`src/design/mcr_pkg.sv`:
```
package mcr_pkg;

    localparam logic OP_WRITE    = 1'b1;
    localparam int   ARITH_BYTES = 48;
    localparam int   UMUL_BASE   = 0;
    localparam int   SMUL_BASE   = 8;
    localparam int   UDIV_BASE   = 16;
    localparam int   SDIV_BASE   = 24;
    localparam int   ADD_BASE    = 32;
    localparam int   DIV_STEPS   = 16;

    typedef enum logic [2:0] {
        GRP_NONE,
        GRP_UMUL,
        GRP_SMUL,
        GRP_UDIV,
        GRP_SDIV,
        GRP_ADD
    } grp_t;

    typedef struct packed {
        logic latch;
        logic exec;
        logic mul;
        logic add;
        logic div_start;
        logic div_step;
        logic load_out;
    } cmd_t;

    typedef struct packed {
        logic is_write;
        grp_t grp;
        logic div_last;
    } stat_t;

endpackage

```
`src/design/mcr_datapath.sv`:
```
module mcr_datapath #(
    parameter int REG_COUNT = 160
) (
    input  logic          clk,
    input  logic          rst_n,
    input  mcr_pkg::cmd_t cmd,
    output mcr_pkg::stat_t stat,
    input  logic          opcode,
    input  logic [7:0]    reg_offset,
    input  logic [1:0]    access_size,
    input  logic [7:0]    write_data,
    output logic [15:0]   read_data
);
    import mcr_pkg::*;

    localparam int MEM_DEPTH = (REG_COUNT > ARITH_BYTES) ? REG_COUNT - ARITH_BYTES : 1;
    localparam int MW        = (MEM_DEPTH > 1) ? $clog2(MEM_DEPTH) : 1;

    // request registers
    logic       op_reg;
    logic [7:0] off_reg;
    logic [1:0] size_reg;
    logic [7:0] wd_reg;

    // offsets 0..47, little-endian bytes
    logic [ARITH_BYTES*8-1:0] low_reg;

    logic [7:0]           mem [MEM_DEPTH];
    logic [MEM_DEPTH-1:0] mem_valid_reg;
    logic [7:0]           rd0_reg;
    logic [7:0]           rd1_reg;

    logic [15:0] dvd_reg;
    logic [15:0] rem_reg;
    logic [15:0] dvs_reg;
    logic [3:0]  cnt_reg;
    logic        neg_q_reg;
    logic        neg_r_reg;
    logic        zero_reg;

    logic [15:0] read_data_reg;

    logic [8:0]    off_hi;
    logic          in_range0;
    logic          in_range1;
    logic          is_low0;
    logic          is_low1;
    logic [MW-1:0] addr0;
    logic [MW-1:0] addr1;
    logic [5:0]    lo6;
    logic [5:0]    hi6;
    grp_t          grp;
    logic          is_write;

    logic        mul_signed;
    logic [15:0] mul_a;
    logic [15:0] mul_b;
    logic [33:0] mul_p;

    logic        div_signed;
    logic [15:0] div_a;
    logic [15:0] div_b;
    logic        sa;
    logic        sb;

    logic [16:0] shifted;
    logic [16:0] trial;
    logic        qbit;
    logic [15:0] rem_step;
    logic [15:0] q_fin;
    logic [15:0] q_out;
    logic [15:0] r_out;

    logic [7:0]  byte0;
    logic [7:0]  byte1;

    assign is_write  = (op_reg == OP_WRITE);
    assign off_hi    = {1'b0, off_reg} + 9'd1;
    assign in_range0 = ({1'b0, off_reg} < 9'(REG_COUNT));
    assign in_range1 = (off_hi < 9'(REG_COUNT));
    assign is_low0   = (off_reg < 8'(ARITH_BYTES));
    assign is_low1   = (off_hi < 9'(ARITH_BYTES));
    assign addr0     = MW'(off_reg - 8'(ARITH_BYTES));
    assign addr1     = MW'(off_hi - 9'(ARITH_BYTES));
    assign lo6       = off_reg[5:0];
    assign hi6       = off_hi[5:0];

    always_comb
    begin
        grp = GRP_NONE;
        if (is_low0)
        begin
            case (off_reg[5:3])
                3'd0:    grp = GRP_UMUL;
                3'd1:    grp = GRP_SMUL;
                3'd2:    grp = GRP_UDIV;
                3'd3:    grp = GRP_SDIV;
                3'd4:    grp = GRP_ADD;
                3'd5:    grp = GRP_ADD;
                default: grp = GRP_NONE;
            endcase
        end
    end

    assign stat.is_write = is_write;
    assign stat.grp      = grp;
    assign stat.div_last = (cnt_reg == 4'(DIV_STEPS - 1));

    // multiplier: 17x17 signed covers both modes
    assign mul_signed = (grp == GRP_SMUL);
    assign mul_a = mul_signed ? low_reg[SMUL_BASE*8 +: 16] : low_reg[UMUL_BASE*8 +: 16];
    assign mul_b = mul_signed ? low_reg[SMUL_BASE*8+16 +: 16] : low_reg[UMUL_BASE*8+16 +: 16];
    assign mul_p = $signed({mul_signed & mul_a[15], mul_a})
                 * $signed({mul_signed & mul_b[15], mul_b});

    // divider operands, magnitudes for the signed group
    assign div_signed = (grp == GRP_SDIV);
    assign div_a = div_signed ? low_reg[SDIV_BASE*8 +: 16] : low_reg[UDIV_BASE*8 +: 16];
    assign div_b = div_signed ? low_reg[SDIV_BASE*8+16 +: 16] : low_reg[UDIV_BASE*8+16 +: 16];
    assign sa    = div_signed & div_a[15];
    assign sb    = div_signed & div_b[15];

    // restoring division, one quotient bit per step
    assign shifted  = {rem_reg, dvd_reg[15]};
    assign trial    = shifted - {1'b0, dvs_reg};
    assign qbit     = ~trial[16];
    assign rem_step = qbit ? trial[15:0] : shifted[15:0];
    assign q_fin    = {dvd_reg[14:0], qbit};
    assign q_out    = zero_reg ? 16'd0 : (neg_q_reg ? 16'(-q_fin) : q_fin);
    assign r_out    = zero_reg ? 16'd0 : (neg_r_reg ? 16'(-rem_step) : rem_step);

    always_ff @(posedge clk)
    begin
        if (cmd.latch)
        begin
            off_reg  <= reg_offset;
            size_reg <= access_size;
            wd_reg   <= write_data;
        end
        if (cmd.div_start)
        begin
            dvd_reg   <= sa ? 16'(-div_a) : div_a;
            dvs_reg   <= sb ? 16'(-div_b) : div_b;
            rem_reg   <= '0;
            neg_q_reg <= sa ^ sb;
            neg_r_reg <= sa;
            zero_reg  <= (div_b == 16'd0);
        end
        else if (cmd.div_step)
        begin
            dvd_reg <= q_fin;
            rem_reg <= rem_step;
        end
    end

    always_ff @(posedge clk or negedge rst_n)
    begin
        if (!rst_n)
        begin
            op_reg  <= 1'b0;
            cnt_reg <= '0;
            low_reg <= '0;
        end
        else
        begin
            if (cmd.latch)
                op_reg <= opcode;
            if (cmd.div_start)
                cnt_reg <= '0;
            else if (cmd.div_step)
                cnt_reg <= cnt_reg + 4'd1;
            if (cmd.exec && is_write && is_low0)
                low_reg[{lo6, 3'b000} +: 8] <= wd_reg;
            if (cmd.mul)
            begin
                if (mul_signed)
                    low_reg[SMUL_BASE*8+32 +: 32] <= mul_p[31:0];
                else
                    low_reg[UMUL_BASE*8+32 +: 32] <= mul_p[31:0];
            end
            if (cmd.add)
                low_reg[ADD_BASE*8+64 +: 32] <= low_reg[ADD_BASE*8 +: 32]
                                              + low_reg[ADD_BASE*8+32 +: 32];
            if (cmd.div_step && stat.div_last)
            begin
                if (div_signed)
                    low_reg[SDIV_BASE*8+32 +: 32] <= {r_out, q_out};
                else
                    low_reg[UDIV_BASE*8+32 +: 32] <= {r_out, q_out};
            end
        end
    end

    // plain storage above the arithmetic groups
    always_ff @(posedge clk)
    begin
        if (cmd.exec && is_write && in_range0 && !is_low0)
            mem[addr0] <= wd_reg;
        rd0_reg <= mem_valid_reg[addr0] ? mem[addr0] : 8'd0;
        rd1_reg <= mem_valid_reg[addr1] ? mem[addr1] : 8'd0;
    end

    always_ff @(posedge clk or negedge rst_n)
    begin
        if (!rst_n)
            mem_valid_reg <= '0;
        else if (cmd.exec && is_write && in_range0 && !is_low0)
            mem_valid_reg[addr0] <= 1'b1;
    end

    always_comb
    begin
        byte0 = 8'd0;
        byte1 = 8'd0;
        if (!is_write && in_range0)
        begin
            byte0 = is_low0 ? low_reg[{lo6, 3'b000} +: 8] : rd0_reg;
            if (size_reg == 2'd2 && in_range1)
                byte1 = is_low1 ? low_reg[{hi6, 3'b000} +: 8] : rd1_reg;
        end
    end

    always_ff @(posedge clk)
    begin
        if (cmd.load_out)
            read_data_reg <= {byte1, byte0};
    end

    assign read_data = read_data_reg;

    property p_div_init;
        @(posedge clk) disable iff (!rst_n)
        cmd.div_start |=> (cnt_reg == 4'd0);
    endproperty
    a_div_init: assert property (p_div_init) else $error("divider count not cleared");

    property p_write_reads_zero;
        @(posedge clk) disable iff (!rst_n)
        (cmd.load_out && is_write) |=> (read_data == 16'd0);
    endproperty
    a_write_reads_zero: assert property (p_write_reads_zero)
        else $error("write request returned nonzero data");

    property p_sum_holds;
        @(posedge clk) disable iff (!rst_n)
        cmd.add |=> (low_reg[ADD_BASE*8+64 +: 32] ==
                     low_reg[ADD_BASE*8 +: 32] + low_reg[ADD_BASE*8+32 +: 32]);
    endproperty
    a_sum_holds: assert property (p_sum_holds) else $error("adder result mismatch");

endmodule

```
`src/design/mcr_ctrl.sv`:
```
module mcr_ctrl (
    input  logic           clk,
    input  logic           rst_n,
    input  logic           in_valid,
    output logic           in_stall,
    output logic           out_valid,
    input  logic           out_stall,
    output mcr_pkg::cmd_t  cmd,
    input  mcr_pkg::stat_t stat
);
    import mcr_pkg::*;

    typedef enum logic [2:0] {
        S_IDLE,
        S_EXEC,
        S_MUL,
        S_ADD,
        S_DIV_INIT,
        S_DIV,
        S_RESULT
    } state_t;

    state_t state_reg;
    state_t state_next;
    logic   out_valid_reg;
    logic   out_valid_next;
    logic   accept;
    logic   out_free;

    assign in_stall  = (state_reg != S_IDLE);
    assign accept    = in_valid && !in_stall;
    assign out_free  = !out_valid_reg || !out_stall;
    assign out_valid = out_valid_reg;

    always_comb
    begin
        cmd        = '0;
        state_next = state_reg;
        case (state_reg)
            S_IDLE:
            begin
                cmd.latch = accept;
                if (accept)
                    state_next = S_EXEC;
            end
            S_EXEC:
            begin
                cmd.exec = 1'b1;
                if (!stat.is_write)
                    state_next = S_RESULT;
                else
                begin
                    case (stat.grp)
                        GRP_UMUL: state_next = S_MUL;
                        GRP_SMUL: state_next = S_MUL;
                        GRP_UDIV: state_next = S_DIV_INIT;
                        GRP_SDIV: state_next = S_DIV_INIT;
                        GRP_ADD:  state_next = S_ADD;
                        default:  state_next = S_RESULT;
                    endcase
                end
            end
            S_MUL:
            begin
                cmd.mul    = 1'b1;
                state_next = S_RESULT;
            end
            S_ADD:
            begin
                cmd.add    = 1'b1;
                state_next = S_RESULT;
            end
            S_DIV_INIT:
            begin
                cmd.div_start = 1'b1;
                state_next    = S_DIV;
            end
            S_DIV:
            begin
                cmd.div_step = 1'b1;
                if (stat.div_last)
                    state_next = S_RESULT;
            end
            S_RESULT:
            begin
                cmd.load_out = out_free;
                if (out_free)
                    state_next = S_IDLE;
            end
            default: state_next = S_IDLE;
        endcase
    end

    always_comb
    begin
        out_valid_next = out_valid_reg;
        if (cmd.load_out)
            out_valid_next = 1'b1;
        else if (!out_stall)
            out_valid_next = 1'b0;
    end

    always_ff @(posedge clk or negedge rst_n)
    begin
        if (!rst_n)
        begin
            state_reg     <= S_IDLE;
            out_valid_reg <= 1'b0;
        end
        else
        begin
            state_reg     <= state_next;
            out_valid_reg <= out_valid_next;
        end
    end

    property p_accept_exec;
        @(posedge clk) disable iff (!rst_n)
        accept |=> (state_reg == S_EXEC);
    endproperty
    a_accept_exec: assert property (p_accept_exec) else $error("accepted request not executed");

    property p_div_end;
        @(posedge clk) disable iff (!rst_n)
        (state_reg == S_DIV && stat.div_last) |=> (state_reg == S_RESULT);
    endproperty
    a_div_end: assert property (p_div_end) else $error("divide did not finish");

    property p_load_sets_valid;
        @(posedge clk) disable iff (!rst_n)
        cmd.load_out |=> (out_valid_reg && state_reg == S_IDLE);
    endproperty
    a_load_sets_valid: assert property (p_load_sets_valid) else $error("result lost");

endmodule

```
`src/design/math_coprocessor_registers.sv`:
```
// Byte-addressed coprocessor register file with multiply, divide and add groups.
// Request channel: in_valid/in_stall with opcode, reg_offset, access_size,
// write_data. A request is taken when in_valid is high and in_stall is low.
// Response channel: out_valid/out_stall with read_data; every request gives
// exactly one response (zero for writes, zero high byte for 1-byte reads).
// One request is processed at a time; in_stall is low only while idle.
// States from accept to response valid:
//   read, or write outside the arithmetic groups: execute, result
//   write to a multiply or adder group: execute, multiply or add, result
//   write to a divide group: execute, divider init, 16 restoring divider steps, result
// The divider loop sets the slowest case; the rest is one register stage per
// command. The next request is taken the cycle after the response loads.
// The response sits in an output register, so the next request is
// taken while it waits; a stalled receiver holds the block in its final state
// until the register frees up.
// Reset clears all bytes to zero at once (valid bits on plain storage).
module math_coprocessor_registers #(
    parameter int REG_COUNT = 160
) (
    input  logic        clk,
    input  logic        rst_n,
    input  logic        in_valid,
    output logic        in_stall,
    input  logic        opcode,
    input  logic [7:0]  reg_offset,
    input  logic [1:0]  access_size,
    input  logic [7:0]  write_data,
    output logic        out_valid,
    input  logic        out_stall,
    output logic [15:0] read_data
);
    import mcr_pkg::*;

    cmd_t  cmd;
    stat_t stat;

    mcr_ctrl u_ctrl (
        .clk       (clk),
        .rst_n     (rst_n),
        .in_valid  (in_valid),
        .in_stall  (in_stall),
        .out_valid (out_valid),
        .out_stall (out_stall),
        .cmd       (cmd),
        .stat      (stat)
    );

    mcr_datapath #(
        .REG_COUNT (REG_COUNT)
    ) u_datapath (
        .clk         (clk),
        .rst_n       (rst_n),
        .cmd         (cmd),
        .stat        (stat),
        .opcode      (opcode),
        .reg_offset  (reg_offset),
        .access_size (access_size),
        .write_data  (write_data),
        .read_data   (read_data)
    );

endmodule

```
`config.mk`:
```
export PLATFORM = sky130hd
export DESIGN_NAME = math_coprocessor_registers
export DESIGN_NICKNAME = d
export VERILOG_FILES = /design/src/design/mcr_pkg.sv /design/src/design/mcr_datapath.sv /design/src/design/mcr_ctrl.sv /design/src/design/math_coprocessor_registers.sv
export SDC_FILE = /design/constraint.sdc
export NUM_CORES = 2
export LEC_CHECK = 0
export BUFFER_PORTS_ARGS = -buffer_cell sky130_fd_sc_hd__buf_2
export CAP_MARGIN = 20
export CORE_UTILIZATION = 41
export DETAILED_ROUTE_END_ITERATION = 8
export PLACE_DENSITY_LB_ADDON = 0.05
export SYNTH_ARGS = -nofsm -noshare
export SYNTH_HDL_FRONTEND = slang
export SYNTH_HIERARCHICAL = 1
export SYNTH_SLANG_ARGS = --single-unit
```
`constraint.sdc`:
```
create_clock -name clk -period 23.7 [get_ports clk]
set_input_delay 3.555 -clock clk [delete_from_list [all_inputs] [get_ports clk]]
set_output_delay 3.555 -clock clk [all_outputs]
set_load 0.01 [all_outputs]
```
==> results.md <==
* Routed Wire Length at 321 mm
* Grt ovf at 0
* Part of the power in registers at 44.0%
* Asr flop ratio synth at 33.6%
* Synthesized instance count at 6,539
* Final setup fails at 0
* CP arrival at 9.94 ns
* Synthesized flop and latch total at 1,502
* Clock skew at 0.0522 ns
* Avg Inst Size Synth at 13.6 µm²
* CTS tree: yes
* Leakage at 38.4 nW
* Critical path's most frequent cell: fa_1
* CTS Hold Buffers Added at 0
* Number of fill cells in the layout at 19,000
* Root Driver: clkbuf_16
* Max reg flops at 896
* CP endpoint kind: flop
* Post-synthesis cell area at 89,000 µm²
* Worst Setup EP: u_datapath/low_reg[62]
* Period utilisation layout at 39.1%
* Core area at 215,000 µm²
* Synth top area share at 32.6%
* Placed inst area at 92,900 µm²
* Clock power share at 41.9%
* Die Wd at 468 µm
* Residual DRC count at 0
* Vias at 59,600
* Hold slack at 0.483 ns
* Max frequency at 108 MHz
* I/O pins at 41
* Setup Total Neg Slack at 0 ns
* Wire per inst at 33.5 µm
* Worst-path maximum fanout at 39
* Post-synth top cells: edfxtp_1, mux4_2, nand2_1
* VDD IR max at 79.2 µV
* Final instance area at 99,100 µm²
* Clk_lat worst skew at 0.88 ns
* Initial antenna violation count at 18
* HP Class: flop to flop
* Combinational share of power at 14.2%
* Slew margin rel. at 19.3%
* FF-to-FF setup slack at 14.44 ns
* CP Data Required Time at 24.38 ns
* CTS Buf Count at 170
* Pin count of the biggest net entering global routing at 157
* Minimum clock period at 9.26 ns
* Clock-pin slew on the worst setup and hold paths at 0.07 ns
* P_sw at 0.00187 W
* Initial DRC count at 6,734
* Clk sinks at 1,502
* Crit. Startpoint: u_datapath/off_reg[5]
* Critical Path Max Stage Delay at 0.56 ns
* Sequential element share of the synthesized area at 47.5%
* Area added between synthesis and finish at 11.4%
* DIE AREA at 219,000 µm²
* WS Path Type: flop to flop
* Run status: finished, final reports clean
* H-tree depth at 4
* GP Congestion at 0.968
* Global Route Usage Sum at 29.6%
* Clk buf depth at 3
* Cells on worst reg2reg path at 29
* Pwr Density at 68.3 nW/µm²
* Post-CTS Setup Inserts at 0
* Maxcap violations at 0
* Global-route wire length before repair at 458 mm
* Starting Density at 41.4%
* Row count at 170
* Share of cells above drive strength 1 at 24.7%
* Cells resized by post-CTS repair at 0
* Library cells used by synthesis at 94
* Actual slew at the worst max-slew pin at 1.21 ns
* Sw Ratio at 27.6%
* DIE HEIGHT at 468 µm
* DRT Pass-1 Iters at 6
* Max-slew violations at 0
* RR Endpoint: u_datapath/low_reg[62]
* HPWL reported at the end of detailed placement at 227 mm
* Hold Fails Final Rpt at 0
* Worst Setup Start Kind: flop
* Int Pwr at 0.00491 W
* Most frequent cell after synthesis: edfxtp_1
* Nets at 7,022
* Top cells by area, synth: edfxtp_1, mux4_2, dfrtp_1
* Overall Power at 0.00677 W
* PortBufs at 40
* Post-synth EDFFs at 965
* Antenna viol nets, final at 0
* RSZ-0062 raised after global routing: false
* Net Count, Synth at 6,987
* Yosys warns at 6
* Slowest CP cell: fa_1
* Via density per instance at 6.23
* Vias in the first global route at 59,700
* Synth Flop Type: edfxtp_1
* Launching point of the worst reg2reg path: u_datapath/off_reg[5]
* Library cell with the largest summed area after synthesis: edfxtp_1
[logic make-up (layout without fill, tap and decap cells)]
family,count (synthesis),in the layout,synth area share (%)
buffers and inverters,778,957,3.52
and+or+nand+nor,1620,1620,8.03
xor gates and xnor gates,141,141,1.40
other,0,13,0
AOI/OAI and AO/OA,828,828,5.84
DFF,1502,1502,47.5
muxes,1245,1245,25.4
adders and majority gates,425,425,8.37
[layer usage]
| metal | wire length, µm | part of all wire, % | global-route usage [%] | vias to the layer above |
|---|---|---|---|---|
| li1 | - | - | - | 24700 |
| met1 | 138000 | 43 | 42.8 | 31800 |
| met2 | 145000 | 45 | 44.7 | 2655 |
| met3 | 25900 | 8.1 | 5.54 | 432 |
| met4 | 11300 | 3.5 | 10.0 | 2 |
| met5 | 14 | 0.0044 | 0 | - |
[worst max-delay path, delay by kind of cell, from the launching register on]
family	cells	cell delay [ns]
fa+ha+maj	8	3.57
flops	1	0.37
simple gates	6	1.71
xor+xnor	1	0.21
compound gates	8	1.72
buf+inv	6	1.46
[power by group through the flow]
| stage | clock network, W | registers [W] | logic [W] |
|---|---|---|---|
| floorplan | 0 | 0.00298 | 0.000671 |
| global placement | 0 | 0.00303 | 0.000940 |
| detailed placement | 0 | 0.00303 | 0.000947 |
| CTS | 0.00289 | 0.00298 | 0.000954 |
| global route | 0.00298 | 0.00299 | 0.00105 |
| finish | 0.00284 | 0.00298 | 0.000959 |
[worst min-delay path by stage]
stage	end	start	depth (start not counted)
floorplan	u_datapath/mem_valid_reg[102]	u_datapath/mem_valid_reg[102]	1
global placement	u_datapath/mem_valid_reg[70]	u_datapath/mem_valid_reg[70]	1
detailed placement	u_datapath/mem_valid_reg[80]	u_datapath/mem_valid_reg[80]	1
CTS	u_datapath/mem_valid_reg[7]	u_datapath/mem_valid_reg[7]	1
global route	u_datapath/mem_valid_reg[39]	u_datapath/mem_valid_reg[39]	1
finish	u_datapath/mem_valid_reg[39]	u_datapath/mem_valid_reg[39]	1
[metrics by stage]
stage	setup slack (ns)	std cells	util (%)
final	14.44	9569	46.1
after global routing	14.05	9563	46.1
after CTS	14.53	9544	46.0
after detailed placement	14.59	9228	43.2
after global placement	14.60	9212	43.1
after floorplan	15.65	6539	-
[cells in the final DEF (no fill, tap or decap), types with 172 or more instances in the layout]
cell type / synthesis / routed
dfrtp_1: 505 / 505
nand2_1: 675 / 671
fa_1: 284 / 284
inv_1: 366 / 366
edfxtp_1: 965 / 965
mux2i_1: 309 / 309
clkbuf_16: 0 / 172
o21ai_0: 279 / 279
buf_4: 12 / 201
mux4_2: 792 / 792
nor2_1: 478 / 466
[layout make-up]
class / count / area [µm²] / share of cell area [%]
Clock buffer: 226 / 4680 / 4.72
Sequential cell: 1502 / 42300 / 42.6
Multi-Input combinational cell: 4259 / 43700 / 44.1
Tap cell: 2838 / 3550 / 3.58
Clock inverter: 90 / 1340 / 1.35
Timing Repair Buffer: 269 / 2130 / 2.14
Inverter: 372 / 1400 / 1.41
Antenna cell: 13 / 32.5 / 0.0328
Power figures use the tool's default switching activity.
